**src/rtl/msr_pkg.sv**
```systemverilog
// Shared constants, register codes and stage types of the sonar echo ranger.
`default_nettype none
package msr_pkg;

  localparam int NUM_SONARS = 5;
  localparam int ECHO_W     = 5;
  localparam int LANES      = (NUM_SONARS < ECHO_W) ? NUM_SONARS : ECHO_W;
  localparam int CH_W       = 3;
  localparam int LIM_W      = 4;
  localparam int TICK_W     = 32;
  localparam int RANGE_W    = 16;
  localparam int PERIOD_W   = 20;
  localparam int PULSE_W    = 10;
  localparam int CFG_IDX_W  = 3;
  localparam int CFG_DATA_W = 20;

  localparam logic [CFG_IDX_W-1:0] REG_MIN_RANGE = 3'd0;
  localparam logic [CFG_IDX_W-1:0] REG_MAX_RANGE = 3'd1;
  localparam logic [CFG_IDX_W-1:0] REG_PERIOD    = 3'd2;
  localparam logic [CFG_IDX_W-1:0] REG_PULSE     = 3'd3;
  localparam logic [CFG_IDX_W-1:0] REG_SCALE     = 3'd4;
  localparam logic [CFG_IDX_W-1:0] REG_ACTIVE    = 3'd5;

  typedef struct packed {
    logic [RANGE_W-1:0]  range_lo;
    logic [RANGE_W-1:0]  range_hi;
    logic [PERIOD_W-1:0] period;
    logic [PULSE_W-1:0]  pulse;
    logic [15:0]         scale;
    logic [2:0]          active;
  } cfg_t;

  typedef struct packed {
    logic [ECHO_W-1:0]            lines;
    logic [LANES-1:0]             fin;
    logic [LANES-1:0][TICK_W-1:0] elapsed;
  } capt_item_t;

  typedef struct packed {
    logic [ECHO_W-1:0]             lines;
    logic [LANES-1:0]              fin;
    logic [LANES-1:0][TICK_W-1:0]  elapsed;
    logic [LANES-1:0][RANGE_W-1:0] range;
  } scaled_item_t;

  typedef struct packed {
    logic             fire;
    logic             last;
    logic [LANES-1:0] rem;
  } emit_ctl_t;

endpackage
`default_nettype wire

```
**src/rtl/msr_trigger.sv**
```systemverilog
// Round-robin trigger scheduler that starts at most one pulse per period.
`default_nettype none
module msr_trigger
  import msr_pkg::*;
(
  input  wire logic              clk,
  input  wire logic              rst,
  input  wire logic              fire,
  input  wire cfg_t              cfg,
  output logic [ECHO_W-1:0]      lines
);

  logic [PERIOD_W-1:0] period_count, period_count_next;
  logic [PULSE_W-1:0]  pulse_count, pulse_count_next;
  logic                pulse_active, pulse_active_next;
  logic [CH_W-1:0]     next_sonar, next_sonar_next;
  logic [PERIOD_W-1:0] period_eff;
  logic [PULSE_W-1:0]  pulse_eff;
  logic [LIM_W-1:0]    lim;

  always_comb begin
    period_eff = (cfg.period == '0) ? PERIOD_W'(1) : cfg.period;
    pulse_eff  = (cfg.pulse == '0) ? PULSE_W'(1) : cfg.pulse;
    if (cfg.active == '0) begin
      lim = LIM_W'(1);
    end else if ({1'b0, cfg.active} > LIM_W'(NUM_SONARS)) begin
      lim = LIM_W'(NUM_SONARS);
    end else begin
      lim = {1'b0, cfg.active};
    end

    period_count_next = period_count + PERIOD_W'(1);
    pulse_count_next  = pulse_count;
    pulse_active_next = pulse_active;
    next_sonar_next   = next_sonar;
    lines             = '0;

    if (period_count_next >= period_eff) begin
      period_count_next = '0;
      if (!pulse_active) begin
        if ({1'b0, next_sonar_next} >= lim) begin
          next_sonar_next = '0;
        end
        pulse_active_next = 1'b1;
        pulse_count_next  = '0;
      end
    end
    if (pulse_active_next) begin
      lines            = ECHO_W'(1) << next_sonar_next;
      pulse_count_next = pulse_count_next + PULSE_W'(1);
      if (pulse_count_next >= pulse_eff) begin
        pulse_active_next = 1'b0;
        pulse_count_next  = '0;
        next_sonar_next   = next_sonar_next + CH_W'(1);
        if ({1'b0, next_sonar_next} >= lim) begin
          next_sonar_next = '0;
        end
      end
    end
  end

  always_ff @(posedge clk) begin
    if (rst) begin
      period_count <= '0;
      pulse_count  <= '0;
      pulse_active <= 1'b0;
      next_sonar   <= '0;
    end else if (fire) begin
      period_count <= period_count_next;
      pulse_count  <= pulse_count_next;
      pulse_active <= pulse_active_next;
      next_sonar   <= next_sonar_next;
    end
  end

endmodule
`default_nettype wire

```
**config.mk**
```make
export PLATFORM = sky130hd
export DESIGN_NAME = msr_trigger
export DESIGN_NICKNAME = d
export VERILOG_FILES = /design/src/rtl/msr_pkg.sv /design/src/rtl/msr_trigger.sv
export SDC_FILE = /design/constraint.sdc
export NUM_CORES = 1
export LEC_CHECK = 0
export ABC_AREA = 1
export BUFFER_PORTS_ARGS = -buffer_cell sky130_fd_sc_hd__buf_2
export CELL_PAD_IN_SITES_DETAIL_PLACEMENT = 1
export CELL_PAD_IN_SITES_GLOBAL_PLACEMENT = 1
export CORE_ASPECT_RATIO = 0.8
export CORE_MARGIN = 1
export CORE_UTILIZATION = 37
export DETAILED_ROUTE_END_ITERATION = 6
export GPL_ROUTABILITY_DRIVEN = 0
export PLACE_DENSITY = 0.8
export SLEW_MARGIN = 20
export SYNTH_ARGS = -nofsm -noshare
export SYNTH_HDL_FRONTEND = slang
export SYNTH_SLANG_ARGS = --single-unit
```
**constraint.sdc**
```tcl
create_clock -name clk -period 5.13 [get_ports clk]
set_input_delay 0.2565 -clock clk [delete_from_list [all_inputs] [get_ports clk]]
set_output_delay 0.2565 -clock clk [all_outputs]
set_load 0.02 [all_outputs]
```
Word-level counts from Yosys, hierarchy flattened
Index checks and enable logic that the tools add are counted.
{"block": "word_totals", "elab_cells": 35, "reg_bits": 34, "output_inout_bits": 5}
{"block": "classes", "magnitude_cmp": 5, "n_reduce_logical": 3, "add_sub_neg": 3, "n_shift": 1, "mux": 19}
{"op": "10-bit two-way mux", "count": 5}
{"op": "20-bit two-way mux", "count": 2}
{"op": "3-bit two-way mux", "count": 8}
{"op": "20-bit by 1-bit adder with 20-bit output, second input constant", "count": 1}
{"op": "20-bit greater-or-equal comparator", "count": 1}
{"op": "20-bit logical NOT", "count": 1}
{"op": "10-bit by 1-bit adder with 10-bit output, second input constant", "count": 1}
{"op": "10-bit greater-or-equal comparator", "count": 1}
{"op": "10-bit logical NOT", "count": 1}
{"op": "3-bit by 4-bit greater-or-equal comparator with 1-bit output", "count": 2}
{"op": "5-bit two-way mux", "count": 1}
{"op": "1-bit by 3-bit left shift with 5-bit output, first input constant", "count": 1}
{"op": "3-bit by 1-bit adder with 3-bit output, second input constant", "count": 1}
{"op": "3-bit > comparator, second input constant", "count": 1}
{"op": "3-bit logical NOT", "count": 1}
{"op": "1-bit two-way mux", "count": 3}

Longest topological paths before layout
Gate-level depths: netlist of the first run.
{"block": "depth", "word_depth": 12, "depth_mapped": 35, "depth_no_buf": 34}

Worst setup path after synthesis of the first run
OpenSTA, ideal clock, no wires.
{"block": "synth_timing", "path_type": "register to register", "startpoint": "register period_count[0]", "endpoint": "register next_sonar[2]", "required_ps": 5017, "period_less_slack_ps": 4440, "setup_ps": 113, "t_arrival_ps": 4327, "n_path_buf": 1, "slack_ps": 690, "stages_incl_launch_ff": 34, "path_cell_list": "dfxtp_1 -> ha_1 -> nand3_1 -> nor3_2 -> nand4_1 -> nand3b_4 -> nor2_2 -> nand2_1 -> xor2_1 -> ha_1 -> nand2_2 -> inv_1 -> nand2_1 -> nand2_1 -> a21oi_2 -> nand4_4 -> nand2_4 -> buf_12 -> nand2_1 -> inv_1 -> ha_1 -> nand4_4 -> inv_2 -> nand2_2 -> xor2_2 -> ha_1 -> nand4_1 -> o221a_2 -> nand2_2 -> nand2_1 -> nand2_1 -> nand2_1 -> o21ai_1 -> inv_1"}
{"block": "synth_via", "elab_chain_len": 8, "elab_cells_between_ends": 12, "classes_between": "add/sub: 3; order compare: 3; mux: 6"}
{"item": "from (decl)", "line": "msr_trigger.sv:13", "rtl": "logic [PERIOD_W-1:0] period_count, period_count_next;"}
{"item": "from (signal assigned)", "line": "msr_trigger.sv:69", "rtl": "period_count <= period_count_next;"}
{"item": "20-bit by 1-bit adder with 20-bit output *", "line": "msr_trigger.sv:32", "rtl": "period_count_next = period_count + PERIOD_W'(1);"}
{"item": "20-bit greater-or-equal comparator *", "line": "msr_trigger.sv:38", "rtl": "if (period_count_next >= period_eff) begin"}
{"item": "parallel branches: the longest is 5 deep, another holds 10-bit by 1-bit adder with 10-bit output"}
{"item": "3-bit two-way mux *", "line": "msr_trigger.sv:48", "rtl": "if (pulse_active_next) begin"}
{"item": "to (signal assigned)", "line": "msr_trigger.sv:72", "rtl": "next_sonar <= next_sonar_next;"}
{"item": "to (decl)", "line": "msr_trigger.sv:16", "rtl": "logic [CH_W-1:0] next_sonar, next_sonar_next;"}
Every way passes the cells marked *.
A chain may end at the register's enable or synchronous reset.

Worst setup path in the final report of the first run
{"block": "layout_timing", "startpoint": "register period_count[0]", "endpoint": "register pulse_count[5]"}
{"block": "layout_via", "elab_chain_len": 7, "elab_cells_between_ends": 8, "classes_between": "add/sub: 2; order compare: 2; mux: 4"}
{"item": "20-bit by 1-bit adder with 20-bit output *", "line": "msr_trigger.sv:32"}
{"item": "20-bit greater-or-equal comparator *", "line": "msr_trigger.sv:38"}
{"item": "10-bit two-way mux", "line": "msr_trigger.sv:38"}
{"item": "10-bit by 1-bit adder with 10-bit output", "line": "msr_trigger.sv:50", "rtl": "pulse_count_next = pulse_count_next + PULSE_W'(1);"}
{"item": "10-bit greater-or-equal comparator", "line": "msr_trigger.sv:51", "rtl": "if (pulse_count_next >= pulse_eff) begin"}
{"item": "10-bit two-way mux", "line": "msr_trigger.sv:51"}
{"item": "10-bit two-way mux *", "line": "msr_trigger.sv:48"}
{"item": "to (signal assigned)", "line": "msr_trigger.sv:70", "rtl": "pulse_count <= pulse_count_next;"}
{"item": "to (decl)", "line": "msr_trigger.sv:14", "rtl": "logic [PULSE_W-1:0] pulse_count, pulse_count_next;"}
Mark *: on every way between the ends. The rest lies on a longest branch, timed or not.

==> run summary, run 1 <==
Clk Latency, worst-skew pair -> 0.30 ns
Initial Util -> 39.1%
total global routing overflow -> 0
final hold vios -> 0
Post-Syn Instances -> 462
Yosys warnings -> 0
first-pass GRT wire length -> 14.8 mm
WL final -> 10.4 mm
largest net degree at the start of global routing -> 33
total CTS buffers -> 5
Final Non-Filler Cells -> 644
CTS tree -> built
Yosys top cell area share -> 21.4%
Core Area -> 0.00813 sq mm
Mean Syn Cell Area -> 6.88 sq um
actual slew at the worst max-slew pin -> 0.811 ns
Worst Path Required -> 5.33 ns
multi-input logic area -> 0.00245 sq mm
dpl cell area -> 0.00363 sq mm
Filler Cells Inserted -> 1045
critical path fanouts, max -> 6
clk buf depth -> 2
Reg-to-Reg Start -> period_count[0]
hpwl dp -> 6.79 mm
top_reg_cell synth -> dfxtp_1
Seq. cell area -> 692 sq um
max incr delay on CP -> 0.39 ns
critical path depth in cells -> 30
Clock Sinks -> 34
Leakage -> 2.09 nW
clock root cell -> clkbuf_8
startpoint types -> flop
Synth Register Bits -> 34
Hold WC Path Type -> in2reg
status -> finished, violations left
Top cell by count, worst path -> nand2_1
Via-to-Cell Ratio -> 5.02
slowest CP cell -> dfxtp_4
family with the most delay on the worst path -> simple AND/OR/NAND/NOR gates
Async SR Flop Fraction -> 0%
initial antenna violation count -> 0
synth top area cells -> dfxtp_1 21%, ha_1 17%, nand2_1 15%
part of the cycle the worst path needs -> 102%
Antenna diodes -> 0
DR WL/cell -> 16.1 um
top-count cell post-synth -> nand2_1
vias -> 3233
Worst VDD drop -> 0.146 mV
RSZ-0062 raised after global routing -> yes
Reg-to-Reg End -> pulse_count[5]
Die Span Y -> 84.9 um
flop2flop setup slack -> -0.08 ns
GRT Total Usage -> 20.4%
area leader, netlist -> dfxtp_1
count of cell types in the netlist -> 42
CP endpoint kind -> flop
DP Cell Count -> 622
number of max-cap violations -> 0
Post-synth EDFFs -> 0
H-tree depth -> 2
min setup slack post-route -> -0.0823 ns
most frequent cells after synthesis -> 123 x nand2_1, 78 x inv_1, 42 x ha_1
CP arrival -> 5.41 ns
Buf/Inv on CP -> 4
Initial DRC Count -> 78
share of cells above drive strength 1 -> 32.6%
# setup viols final -> 4
WS Path Type -> reg2reg
clock slew seen by the registers of the worst setup and hold paths -> 0.07 ns
Worst R2R Path Depth -> 30
PD cells -> 140 mW/mm^2
fin nets -> 663
mapped cell area -> 0.00318 sq mm
Place WS -> -0.0399 ns
number of global-route vias before repair -> 3296
violated checks -> negative setup slack
Final Util -> 51.2%
Peak Freq -> 192 MHz
max_slew headroom -> 45.9%
crit path from -> period_count[0]
First-pass DRT Iterations -> 4
DRC viols -> 0
port bufs -> 40
Die W -> 106 um
final instance area -> 0.00416 sq mm
Tmin final -> 5.21 ns
Synth Net Count -> 588
IO Pins -> 89
Worst Setup EP -> pulse_count[5]
register area share after synthesis -> 21.4%
Area growth, synth to finish -> 30.8%
post-route ant nets -> 0
clk_skew -> 0.00369 ns
Final Slew Violations -> 0
Rows -> 29
DIE AREA -> 0.00897 sq mm
-- metrics by stage --
step	power [mW]	hold slack, ns	TNS, ns
after floorplan	0.333	0.417	0
after global placement	0.362	0.455	0
after detailed placement	0.367	0.456	-0.0437
after CTS	0.568	0.323	0
after global routing	0.610	0.344	-2.25
final	0.583	0.320	-0.0973
-- worst min path at each step --
| stage | cells past startpoint | end | slack, ns | startpoint |
|---|---|---|---|---|
| 2_1_floorplan | 3 | next_sonar[2] | 0.42 | rst |
| 3_3_place_gp | 2 | next_sonar[0] | 0.46 | next_sonar[0] |
| 3_5_place_dp | 2 | next_sonar[0] | 0.46 | next_sonar[0] |
| 4_1_cts | 4 | next_sonar[1] | 0.32 | fire |
| 5_1_grt | 4 | next_sonar[1] | 0.34 | fire |
| 6_report | 4 | next_sonar[1] | 0.32 | fire |
-- area by class of cell --
class	instances	area share, %
inverter	81	7.37
multi-input combinational	339	58.8
sequential	34	16.6
tap	108	3.25
timing repair buffer	76	12.0
clock buffer	6	1.98
-- repair_timing --
action	CTS	global route
hold buffers	0	0
pin swaps	1	40
buffers inserted	0	15
gates cloned	1	0
setup endpoints to repair	8	14
gates resized for setup	2	69
-- kinds of logic (layout without fill, tap and decap cells) --
family | after synthesis | count (layout) | synth area share [%]
AO/OA/AOI/OAI | 63 | 63 | 11.5
adder cells (fa/ha/maj) | 42 | 42 | 16.5
buffers and inverters | 90 | 163 | 11.2
XOR/XNOR | 23 | 23 | 7.04
flip-flops | 34 | 34 | 21.4
AND/OR/NAND/NOR | 210 | 211 | 32.3
-- cell usage in the layout (no fill, tap or decap), drive strengths merged, types with 2 or more instances in the layout --
cell and count:
a21oi 45, clkbuf 6, xnor2 9, inv 81
xor2 14, nor3 9, nand4 9, ha 42
nand3 13, o21a 2, nor2 41, dfxtp 34
buf 76, nand2 135, a31oi 2, o21ai 6
-- per-layer routing --
layer | vias to the layer above | global-route usage, % | routed length (um)
met5 | - | 0 | 0
met4 | 0 | 6.57 | 239
met3 | 23 | 3.38 | 280
met2 | 54 | 37.3 | 5200
met1 | 1550 | 24.5 | 4630
li1 | 1606 | - | -
-- report_power, final --
group	leakage (nW)	internal [mW]	switching, mW
Combinational	1.77	0.0412	0.0631
Sequential	0.277	0.267	0.00418
Clock	0.0431	0.104	0.104
-- registers in the layout (all words and copies together) (netlist names) --
| register | count |
|---|---|
| pulse_count | 10 |
| next_sonar | 3 |
| period_count | 20 |
| pulse_active | 1 |
-- worst min-delay path, cell delays in order --
cell and delay, ns:
buf_2 0.16, nand2_1 0.08, o21ai_1 0.05, inv_1 0.04
(Power assumes the default switching activity.)
==> run 2: changes to the inputs <==
--- a/config.mk
+++ b/config.mk
@@ -10,10 +10,11 @@
 export CELL_PAD_IN_SITES_DETAIL_PLACEMENT = 1
 export CELL_PAD_IN_SITES_GLOBAL_PLACEMENT = 1
 export CORE_ASPECT_RATIO = 0.8
-export CORE_MARGIN = 1
+export CORE_MARGIN = 2
 export CORE_UTILIZATION = 37
 export DETAILED_ROUTE_END_ITERATION = 6
 export GPL_ROUTABILITY_DRIVEN = 0
+export HOLD_SLACK_MARGIN = 0.05
 export PLACE_DENSITY = 0.8
 export SLEW_MARGIN = 20
 export SYNTH_ARGS = -nofsm -noshare
==> run summary, run 2 (synthesis results as in run 1) <==
DR WL/cell -> 15.1 um (was 16.1 um)
Antenna diodes -> 0 (unchanged)
Area growth, synth to finish -> 25.8% (was 30.8%)
commonest non-fill, non-tap cell in the layout -> nand2_1 (unchanged)
number of max-cap violations -> 0 (unchanged)
Worst Path Required -> 5.36 ns (was 5.33 ns)
Place WS -> -0.105 ns (was -0.0399 ns)
port bufs -> 40 (unchanged)
CP arrival -> 5.15 ns (was 5.41 ns)
Reg-to-Reg Start -> period_count[0] (unchanged)
critical path fanouts, max -> 7 (was 6)
commonest cells after routing, fill and taps aside -> 118 x nand2_1, 77 x inv_1, 40 x buf_2 (was 110 x nand2_1, 75 x inv_1, 40 x buf_2)
first-pass GRT wire length -> 14.9 mm (was 14.8 mm)
Top Registers -> period_count (20), pulse_count (10), next_sonar (3) (unchanged)
number of global-route vias before repair -> 3295 (was 3296)
largest net degree at the start of global routing -> 33 (unchanged)
clock root cell -> clkbuf_8 (unchanged)
initial antenna violation count -> 0 (unchanged)
total CTS buffers -> 5 (unchanged)
max FFs per register -> 20 (unchanged)
H-tree depth -> 2 (unchanged)
Clk Latency, worst-skew pair -> 0.30 ns (about the same)
GRT Total Usage -> 19.9% (was 20.4%)
share of cells above drive strength 1 -> 28.7% (was 32.6%)
post-route ant nets -> 0 (unchanged)
Max Used Layer -> met4 (unchanged)
CTS tree -> built (unchanged)
Worst R2R Path Depth -> 31 (was 30)
# setup viols final -> 0 (was 4)
endpoint of the worst hold path -> next_sonar[2] (was next_sonar[1])
Top cell by count, worst path -> nor2_2 (was nand2_1)
Leakage -> 2.06 nW (was 2.09 nW)
family with the most delay on the worst path -> simple AND/OR/NAND/NOR gates (unchanged)
Tot Pwr -> 582 uW (was 583 uW)
Initial Util -> 37.8% (was 39.1%)
Met3 Wirelength -> 331 um (was 280 um)
DRC viols -> 0 (unchanged)
Final Slew Violations -> 0 (unchanged)
PD cells -> 146 mW/mm^2 (was 140 mW/mm^2)
vias -> 3216 (was 3233)
min setup slack post-route -> 0.207 ns (was -0.0823 ns)
max_slew headroom -> 43.5% (was 45.9%)
Filler Cells Inserted -> 1117 (was 1045)
worst hold slack -> 0.321 ns (was 0.320 ns)
Rows -> 30 (was 29)
Die W -> 108 um (was 106 um)
actual slew at the worst max-slew pin -> 0.847 ns (was 0.811 ns)
dpl cell area -> 0.00358 sq mm (was 0.00363 sq mm)
Core Area -> 0.00841 sq mm (was 0.00813 sq mm)
final hold vios -> 0 (unchanged)
fin nets -> 657 (was 663)
Tmin final -> 4.92 ns (was 5.21 ns)
clk buf depth -> 2 (unchanged)
Die Span Y -> 86.9 um (was 84.9 um)
WHS Path Cells -> 4 (unchanged)
total global routing overflow -> 0 (unchanged)
Min-Delay Startpoint -> fire (unchanged)
First-pass DRT Iterations -> 4 (unchanged)
clk_skew -> 0.00766 ns (was 0.00369 ns)
slowest CP cell -> dfxtp_4 (unchanged)
WS Path Type -> reg2reg (unchanged)
clock slew seen by the registers of the worst setup and hold paths -> 0.08 ns (was 0.07 ns)
Peak Freq -> 203 MHz (was 192 MHz)
final instance area -> 0.00400 sq mm (was 0.00416 sq mm)
Buf/Inv on CP -> 4 (unchanged)
WL final -> 9.69 mm (was 10.4 mm)
Initial DRC Count -> 96 (was 78)
part of the cycle the worst path needs -> 96.0% (was 102%)
status -> finished, final reports clean (was finished, violations left)
CP endpoint kind -> flop (unchanged)
DIE AREA -> 0.00936 sq mm (was 0.00897 sq mm)
Via-to-Cell Ratio -> 5.01 (was 5.02)
hpwl dp -> 7.01 mm (was 6.79 mm)
startpoint types -> flop (unchanged)
Worst VDD drop -> 0.0915 mV (was 0.146 mV)
IO Pins -> 89 (unchanged)
wl on met1 -> 4.17 mm (was 4.63 mm)
Clock Sinks -> 34 (unchanged)
Hold WC Path Type -> in2reg (unchanged)
max incr delay on CP -> 0.37 ns (was 0.39 ns)
flop2flop setup slack -> 0.21 ns (was -0.08 ns)
Most flops, register -> period_count (unchanged)
metal2 WL -> 5.05 mm (was 5.20 mm)
Reg-to-Reg End -> pulse_count[0] (was pulse_count[5])
==> run 2: per-layer routing <==
metal / vias to the layer above / global-route usage, %
li1: 1595 / -
met1: 1553 / 23.5
met2: 50 / 36.9
met3: 18 / 4.26
met4: 0 / 4.90
met5: - / 0
==> run 2: worst max-delay path by stage <==
stage          cells past startpoint  slack (ns)            start              to
2_1_floorplan                     33        0.69  period_count[0]   next_sonar[2]
3_3_place_gp                      30        0.15  period_count[0]  pulse_count[8]
3_5_place_dp                      30       -0.10  period_count[0]  pulse_count[8]
4_1_cts                           32        0.04  period_count[0]   next_sonar[1]
5_1_grt                           32       -0.10  period_count[1]   next_sonar[0]
6_report                          31        0.21  period_count[0]  pulse_count[0]
==> run 2: final cells by class <==
class	instances	area, sq um	area share [%]
Multi-Input combinational cell	339	2350	58.7
Inverter	81	304	7.60
Clock buffer	6	82.6	2.06
Timing Repair Buffer	70	437	10.9
Sequential cell	34	689	17.2
Tap cell	112	140	3.50
==> run 2: worst reg2reg max path, delay by kind of cell (launching register included) <==
family	cells	cell delay, ns
adder cells (fa/ha/maj)	3	0.83
flip-flops	1	0.37
buffers and inverters	4	0.52
AND/OR/NAND/NOR	17	1.99
XOR/XNOR	2	0.30
AO/OA/AOI/OAI	5	0.84
==> run 2: power by group <==
part,internal [mW],switching (mW),total (mW)
registers,0.267,0.00355,0.270
logic,0.0392,0.0613,0.101
clock network,0.104,0.108,0.211
total,0.410,0.172,0.582
==> run 2: timing repair <==
action                     in CTS  in global routing
cloned                          1                  0
gates resized for setup         6                 40
buffers inserted                2                 13
setup endpoints to repair      14                 14
pin swaps                       3                 27
hold buffers                    0                  0
==> run 2: stage by stage <==
step	TNS, ns	util, %	cells
2_1_floorplan	0	-	462
3_3_place_gp	0	42.6	620
3_5_place_dp	-1.06	42.6	620
4_1_cts	0	44.2	629
5_1_grt	-0.279	47.6	642
6_report	0	47.6	642
==> run 3: changes to the inputs <==
--- a/config.mk
+++ b/config.mk
@@ -6,13 +6,13 @@
 export NUM_CORES = 1
 export LEC_CHECK = 0
 export ABC_AREA = 1
-export BUFFER_PORTS_ARGS = -buffer_cell sky130_fd_sc_hd__buf_2
 export CELL_PAD_IN_SITES_DETAIL_PLACEMENT = 1
 export CELL_PAD_IN_SITES_GLOBAL_PLACEMENT = 1
 export CORE_ASPECT_RATIO = 0.8
 export CORE_MARGIN = 2
-export CORE_UTILIZATION = 37
+export CORE_UTILIZATION = 45
 export DETAILED_ROUTE_END_ITERATION = 6
+export DONT_BUFFER_PORTS = 1
 export GPL_ROUTABILITY_DRIVEN = 0
 export HOLD_SLACK_MARGIN = 0.05
 export PLACE_DENSITY = 0.8
==> run summary, run 3 (synthesis results as in run 1) <==
status -> finished, violations left (was finished, final reports clean)
violated checks -> negative setup slack
Die Span Y -> 79.2 um (was 86.9 um)
clk buf depth -> 2 (unchanged)
Via-to-Cell Ratio -> 5.33 (was 5.01)
Clk Latency, worst-skew pair -> 0.30 ns (about the same)
RSZ-0062 raised after global routing -> yes
DIE AREA -> 0.00776 sq mm (was 0.00936 sq mm)
hpwl dp -> 6.38 mm (was 7.01 mm)
CP arrival -> 5.39 ns (was 5.15 ns)
Setup TNS -> -0.0473 ns (was 0 ns)
Rows -> 27 (was 30)
Final Slew Violations -> 0 (unchanged)
share of cells above drive strength 1 -> 28.0% (was 28.7%)
max FFs per register -> 20 (unchanged)
clock root cell -> clkbuf_8 (unchanged)
number of global-route vias before repair -> 3047 (was 3295)
Peak Freq -> 193 MHz (was 203 MHz)
Clock Sinks -> 34 (unchanged)
final hold vios -> 0 (unchanged)
final instance area -> 0.00400 sq mm (about the same)
Most flops, register -> period_count (unchanged)
IO Pins -> 89 (unchanged)
total global routing overflow -> 0 (unchanged)
max incr delay on CP -> 0.39 ns (was 0.37 ns)
Die W -> 98.0 um (was 108 um)
Worst Setup EP -> pulse_count[5] (was pulse_count[0])
WS Path Type -> reg2reg (unchanged)
flop2flop setup slack -> -0.04 ns (was 0.21 ns)
Top cell by count, worst path -> nor2_4 (was nor2_2)
critical path fanouts, max -> 6 (was 7)
port bufs -> 0 (was 40)
H-tree depth -> 2 (unchanged)
Core Area -> 0.00686 sq mm (was 0.00841 sq mm)
part of the cycle the worst path needs -> 101% (was 96.0%)
GRT Total Usage -> 21.9% (was 19.9%)
commonest cells after routing, fill and taps aside -> 110 x nand2_1, 76 x inv_1, 36 x a21oi_1, 36 x ha_1, 33 x buf_4 (was 118 x nand2_1, 77 x inv_1, 40 x buf_2)
startpoint types -> flop (unchanged)
First-pass DRT Iterations -> 4 (unchanged)
M3 GR Usage -> 3.17% (was 4.26%)
M1 GR Usage -> 27.1% (was 23.5%)
Worst VDD drop -> 0.115 mV (was 0.0915 mV)
total CTS buffers -> 5 (unchanged)
PD cells -> 145 mW/mm^2 (was 146 mW/mm^2)
CTS tree -> built (unchanged)
CP endpoint kind -> flop (unchanged)
Reg-to-Reg End -> pulse_count[5] (was pulse_count[0])
Antenna diodes -> 0 (unchanged)
Hold WC Path Type -> in2reg (unchanged)
largest net degree at the start of global routing -> 30 (was 33)
initial antenna violation count -> 0 (unchanged)
Leakage -> 1.96 nW (was 2.06 nW)
Worst R2R Path Depth -> 32 (was 31)
Top Registers -> period_count (20), pulse_count (10), next_sonar (3) (unchanged)
dpl cell area -> 0.00341 sq mm (was 0.00358 sq mm)
first-pass GRT wire length -> 13.9 mm (was 14.9 mm)
DP Cell Count -> 561 (was 620)
min setup slack post-route -> -0.0411 ns (was 0.207 ns)
WL final -> 9.93 mm (was 9.69 mm)
Final Non-Filler Cells -> 587 (was 642)
post-route ant nets -> 0 (unchanged)
clock slew seen by the registers of the worst setup and hold paths -> 0.08 ns (about the same)
Tmin final -> 5.17 ns (was 4.92 ns)
GR peak layer -> met2 (unchanged)
DR WL/cell -> 16.9 um (was 15.1 um)
met2 Use GR -> 40.5% (was 36.9%)
# setup viols final -> 2 (was 0)
commonest non-fill, non-tap cell in the layout -> nand2_1 (unchanged)
Initial Util -> 46.4% (was 37.8%)
Initial DRC Count -> 132 (was 96)
max_slew headroom -> 44.7% (was 43.5%)
number of max-cap violations -> 0 (unchanged)
DRC viols -> 0 (unchanged)
clk_skew -> 0.0103 ns (was 0.00766 ns)
slowest CP cell -> dfxtp_4 (unchanged)
crit path from -> period_count[0] (unchanged)
actual slew at the worst max-slew pin -> 0.829 ns (was 0.847 ns)
Place WS -> -0.0357 ns (was -0.105 ns)
Area growth, synth to finish -> 25.9% (was 25.8%)
Reg-to-Reg Start -> period_count[0] (unchanged)
vias -> 3127 (was 3216)
Worst Path Required -> 5.35 ns (was 5.36 ns)
fin nets -> 625 (was 657)
[run 3: changes by cell type in the layout (fill, tap and decap cells not counted), moves of 3 or more]
cell and delta:
buf_2 -40, ha_1 -3, nand3_2 +3, buf_12 +3
buf_4 +5, nand2_2 +6, nand2_1 -8
[run 3: worst max-delay path, delay by kind of cell, from the launching register on]
family	cells	cell delay, ns
AOI/OAI and AO/OA	7	1.25
xor gates and xnor gates	1	0.22
adders and majority gates	2	0.56
buffers and inverters	4	0.43
DFF	1	0.39
and+or+nand+nor	18	2.21
[run 3: power by group]
group          total, mW  switching [mW]  internal [mW]  leakage (nW)
logic             0.0904          0.0567         0.0336          1.64
registers          0.271         0.00425          0.267         0.277
clock network      0.221           0.113          0.108        0.0472
total              0.582           0.174          0.408          1.96
[run 3: repair_timing]
item / in CTS / in global routing
hold endpoints to repair: 29 / 0
pin swaps: 1 / 41
hold buffers: 1 / 0
cloned: 1 / 0
buffers inserted: 0 / 16
endpoints found under the setup margin: 10 / 14
gates resized for setup: 2 / 69
[run 3: cell type report]
cell class                      instances  area (sq um)
Fill cell                             885          2850
Multi-Input combinational cell        339          2470
Sequential cell                        34           692
Timing Repair Buffer                   38           330
Inverter                               81           304
Tap cell                               87           109
Clock buffer                            6          82.6
Clock inverter                          2          12.5
[run 3: worst min-delay path by stage]
stage | from | to | depth (start not counted)
detailed placement | rst | pulse_count[8] | 1
global route | fire | next_sonar[0] | 2
global placement | rst | pulse_count[8] | 1
CTS | rst | next_sonar[2] | 3
floorplan | rst | next_sonar[2] | 3
finish | fire | next_sonar[0] | 2
[run 3: metrics by stage]
stage	total power, mW	util (%)	hold slack, ns
floorplan	0.333	-	0.417
global placement	0.343	49.7	0.327
detailed placement	0.348	49.7	0.326
CTS	0.567	51.6	0.114
global route	0.611	58.4	0.105
finish	0.582	58.4	0.102
[run 3: per-layer routing]
metal	share of wire, %	vias up
met4	1.8	0
met2	51	54
met5	0	-
met3	2.8	20
li1	-	1533
met1	44	1520
